## src/rtl/core/tmpb_pkg.sv

```systemverilog
// Shared types and constants for the tile mean-preserving binarizer.
package tmpb_pkg;

    localparam int unsigned BinW = 17;
    localparam int unsigned SumW = 24;
    localparam int unsigned LvlW = 10;
    localparam logic [BinW-1:0] BinMax = {BinW{1'b1}};
    localparam logic [SumW-1:0] SumMax = {SumW{1'b1}};
    localparam logic [7:0] White = 8'd255;

    typedef enum logic {
        OP_GATHER = 1'b0,
        OP_APPLY  = 1'b1
    } t_op;

    typedef enum logic {
        KIND_LEVELS = 1'b0,
        KIND_PIXEL  = 1'b1
    } t_kind;

    // Request handed from the front part to the back part.
    typedef struct packed {
        t_op        op;
        logic [7:0] red;
        logic [7:0] green;
        logic [7:0] blue;
        logic [7:0] alpha;
        logic       last;
    } t_req;

    typedef enum logic [2:0] {
        ST_IDLE,
        ST_READ,
        ST_WRITE,
        ST_WALK,
        ST_FOLD,
        ST_CLEAR,
        ST_EMIT
    } t_state;

endpackage

```

## src/rtl/core/tmpb_front.sv

```systemverilog
// Front part: accept input requests into a short queue.
module tmpb_front #(
    parameter int unsigned DEPTH = 2
) (
    input  logic            i_clk,
    input  logic            i_rst_n,
    input  logic            i_valid,
    output logic            o_ready,
    input  tmpb_pkg::t_req  i_req,
    output logic            o_valid,
    input  logic            i_ready,
    output tmpb_pkg::t_req  o_req
);
    localparam int unsigned AW = (DEPTH > 1) ? $clog2(DEPTH) : 1;

    tmpb_pkg::t_req r_mem [DEPTH];
    logic [AW-1:0] r_wp, r_rp;
    logic [AW:0]   r_cnt;
    logic push, pop;

    assign o_ready = (r_cnt != (AW+1)'(DEPTH));
    assign o_valid = (r_cnt != '0);
    assign push = i_valid && o_ready;
    assign pop = o_valid && i_ready;
    assign o_req = r_mem[r_rp];

    always_ff @(posedge i_clk) begin
        if (push) begin
            r_mem[r_wp] <= i_req;
        end
    end

    always_ff @(posedge i_clk) begin
        if (!i_rst_n) begin
            r_wp <= '0;
            r_rp <= '0;
            r_cnt <= '0;
        end else begin
            if (push) begin
                r_wp <= (r_wp == AW'(DEPTH-1)) ? '0 : r_wp + 1'b1;
            end
            if (pop) begin
                r_rp <= (r_rp == AW'(DEPTH-1)) ? '0 : r_rp + 1'b1;
            end
            r_cnt <= r_cnt + (AW+1)'(push) - (AW+1)'(pop);
        end
    end
endmodule

```

## config.mk

```make
export PLATFORM = sky130hd
export DESIGN_NAME = tmpb_front
export DESIGN_NICKNAME = d
export VERILOG_FILES = /design/src/rtl/core/tmpb_pkg.sv /design/src/rtl/core/tmpb_front.sv
export SDC_FILE = /design/constraint.sdc
export NUM_CORES = 1
export LEC_CHECK = 0
export CORE_UTILIZATION = 35
export DETAILED_ROUTE_END_ITERATION = 12
export DONT_BUFFER_PORTS = 1
export PLACE_DENSITY = 0.47
export SLEW_MARGIN = 10
export SYNTH_ARGS = -nofsm -noshare
export SYNTH_HDL_FRONTEND = slang
export SYNTH_SLANG_ARGS = --single-unit
```

## constraint.sdc

```tcl
create_clock -name i_clk -period 1.8 [get_ports i_clk]
set_input_delay 0.18 -clock i_clk [delete_from_list [all_inputs] [get_ports i_clk]]
set_output_delay 0.18 -clock i_clk [all_outputs]
set_load 0.03 [all_outputs]
```

==> results.txt <==
In this run the count of I/O pins placed on the die edge is 74. The floorplan step set the die width to 90.3 µm. The remaining global-route overflow came out at 0. After synthesis the netlist holds a flip-flop and latch count of 73. In this run the worst path has a maximum fanout of 21. For this run, the total global-route usage over all layers was measured as 0.120.

The proportion of netlist area held by the largest area contributor came out at 0.749. Dividing the synthesized area by the synthesized cell count gives 20.2 µm². The worst-case clock buffer depth came out at 2. The number of standard cells in the final layout excluding fillers is 288. The proportion of layout cells with a drive suffix above 1 came out at 0.296. The first TritonRoute pass finished after 4 iterations. The unique cell type count in the Yosys netlist came out at 25.

The initial antenna violation count came out at 0. The element type at the critical path end is an output port. The detail-routed via count per cell is 4.62.

The floorplan step defined a core boundary enclosing 7410 µm². The worst register-to-register path ends at r_mem[0][24]. The run finished with clean final reports. The die covers 8150 µm². The largest total area in the synthesized netlist belongs to sky130_fd_sc_hd__edfxtp_1.

The last weighted congestion value of the routability-driven placer is 0.665. The clock period minus final worst setup slack is 1.62 ns. The power per cell area came out at 1360 nW/µm². Clock-pin slew was measured on the worst setup and hold paths at 0.07 ns.

Measured against its own limit, the worst slew margin works out to 0.812. The number of cell instances on the worst register-to-register path came out at 4. In this run the static leakage power is 1.18 nW. After synthesis, the cell types taking the most area are sky130_fd_sc_hd__edfxtp_1, sky130_fd_sc_hd__mux2_2, sky130_fd_sc_hd__dfxtp_1. The clock skew after layout came out at 0.00619 ns. The number of H-tree branching levels came out at 3. The sum of negative setup slack came out at 0 ns.

TritonCTS created 9 clock buffers. The worst hold path passes through 2 cells. STA puts the critical path data arrival time at 1.44 ns. The number of setup buffers added after CTS is 0. TritonCTS built the clock tree.

Traced cell by cell, the critical path runs through buf_4, mux2_1. The completed layout was analyzed and its total power is 0.00476 W. The number of remaining DRC errors came out at 0. The antenna violation net count after detailed routing is 0. The detailed-placement wirelength estimate came out at 3080 µm.

The cell sitting at the root of the clock tree is a sky130_fd_sc_hd__clkbuf_8. The number of nets in the final layout came out at 223. The number of diodes came out at 0.

The fmax came out at 618 MHz. The end point of the worst hold path is r_wp. The via count of the first global-routing pass is 1,472. Wires add up to 4630 µm.

In this run the critical register-to-register path is launched from r_cnt[0]. The type of the setup path with the least slack is reg2out. The number of cell rows is 31. At the worst endpoint, the required time is 1.62 ns.

The final hold violation count came to 0. The register area share after synthesis came out at 0.786. The worst setup path is launched from a flop. The transition time at the pin with the least slew margin came out at 0.283 ns. From bottom edge to top edge, the die measures 90.3 µm. The clock insertion delay at the later pin of the skew report is 0.34 ns. The register-to-register path setup slack is 0.38 ns.

The sink count of the clock tree is 73. The routed layout has 1,331 vias. The area growth from synthesis to final layout is 28.1%. In this run the worst hold path is classified as in2reg.

The combined area of all synthesized cells is 2730 µm². The delay of the slowest critical-path stage came out at 0.50 ns. The number of placed cells counting well taps is 237. The largest individual stage delay along the critical path comes from the cell sky130_fd_sc_hd__mux2_1. The synthesized net count is 174.

The count of mapped cells out of synthesis came out at 135. VDD sags by at most 529 µV. The post-route fraction of the period consumed by the critical path is 0.898. The violation count after the first detailed-routing iteration came out at 38. Buffers placed on the I/O ports in this run total 0.

Setup repair after global routing left no endpoint under its margin. Entering global routing, the biggest net connects 25 pins. The startpoint of the lowest-slack hold path is i_valid.

The tool flagged a number of max-cap violations equal to 0. In the final routed layout, each cell accounts on average for 16.1 µm. The first-pass GRT wire length is 7130 µm. The final count of pins violating max slew was 0. The worst hold slack across all endpoints came out at 0.0305 ns. The number of endpoints failing setup at the final stage came out at 0. The initial core utilization is 0.368. The synthesis warning total came out at 0.
[power by group]
part / switching, W / internal, W / leakage [nW]
Clock: 0.000572 / 0.000914 / 0.114
Combinational: 0.000759 / 0.000393 / 0.390
Sequential: 0.0000611 / 0.00206 / 0.678
[cell usage in the layout (no fill, tap or decap), types with 2 or more instances in the layout]
cell,instances
sky130_fd_sc_hd__bufinv_16,3
sky130_fd_sc_hd__buf_4,4
sky130_fd_sc_hd__dlygate4sd3_1,35
sky130_fd_sc_hd__and2_1,3
sky130_fd_sc_hd__dfxtp_1,4
sky130_fd_sc_hd__a21bo_1,2
sky130_fd_sc_hd__mux2_2,31
sky130_fd_sc_hd__edfxtp_1,68
sky130_fd_sc_hd__nand2b_1,2
sky130_fd_sc_hd__clkbuf_8,9
sky130_fd_sc_hd__mux2_1,3
sky130_fd_sc_hd__nor2_1,2
sky130_fd_sc_hd__buf_12,3
sky130_fd_sc_hd__clkinvlp_4,2
[state kept, by name, indices dropped and copies added (netlist names), named ones only]
name	cells
r_rp	1
r_mem	68
r_wp	1
r_cnt	2
[worst max path at each step]
stage / endpoint / slack, ns
CTS: o_req[21] / 0.14
detailed placement: r_mem[0][26] / 0.38
global placement: r_mem[0][17] / 0.44
finish: o_req[21] / 0.18
floorplan: r_mem[0][0] / 0.01
global route: o_req[21] / 0.11
[layer usage]
| metal | part of all wire | routed length (µm) | GRT usage |
|---|---|---|---|
| met1 | 0.38 | 1760 | 0.118 |
| met4 | 0.019 | 86 | 0.0726 |
| met2 | 0.53 | 2460 | 0.210 |
| met5 | 0 | 0 | 0 |
| met3 | 0.069 | 318 | 0.0488 |
[layout make-up]
type,instances,area [µm²]
well taps,99,124
flip-flops and latches,73,2140
inverters,1,7.51
fillers,643,3920
clock inverters,6,106
clock buffers,10,128
multi-input cells,57,543
repair buffers,42,440
[worst max-delay path, delay by kind of cell (launching register included)]
family	cells	cell delay [ns]
buf+inv	1	0.28
flops	1	0.33
mux	1	0.50
[repair_timing]
item | 4_1_cts | 5_1_grt
resized for setup | 0 | 0
hold buffers | 35 | 0
endpoints found under the hold margin | 73 | 0
[Yosys cell counts (all sizes together)]
library cell	instances
nand3	1
nor2	2
a21boi	1
a211oi	1
edfxtp	68
nand3b	1
buf	4
o21ai	2
mux2	34
ha	1
a32oi	1
inv	1
xnor2	1
a21bo	2
and2	3
nand2	1
or2	1
dfxtp	5
nand2b	2
mux2i	1
nor2b	1
and3	1
[through the flow]
step                      utilization  worst slack [ns]  instance area, µm²
after global placement          0.393             0.439                2910
after detailed placement        0.393             0.378                2910
after global routing            0.471             0.106                3490
after CTS                       0.471             0.139                3490
final                           0.471             0.183                3490
after floorplan                     -            0.0123                2730
[kinds of logic (layout without fill, tap and decap cells)]
| family | Yosys count | after routing | share of synthesized area |
|---|---|---|---|
| flip-flops | 73 | 73 | 0.786 |
| AO/OA/AOI/OAI | 7 | 7 | 0.0197 |
| XOR/XNOR | 1 | 1 | 0.00321 |
| AND/OR/NAND/NOR | 13 | 13 | 0.0271 |
| adder cells (fa/ha/maj) | 1 | 1 | 0.00459 |
| multiplexers | 35 | 35 | 0.144 |
| buffers and inverters | 5 | 59 | 0.0156 |
Power figures use the tool's default switching activity.
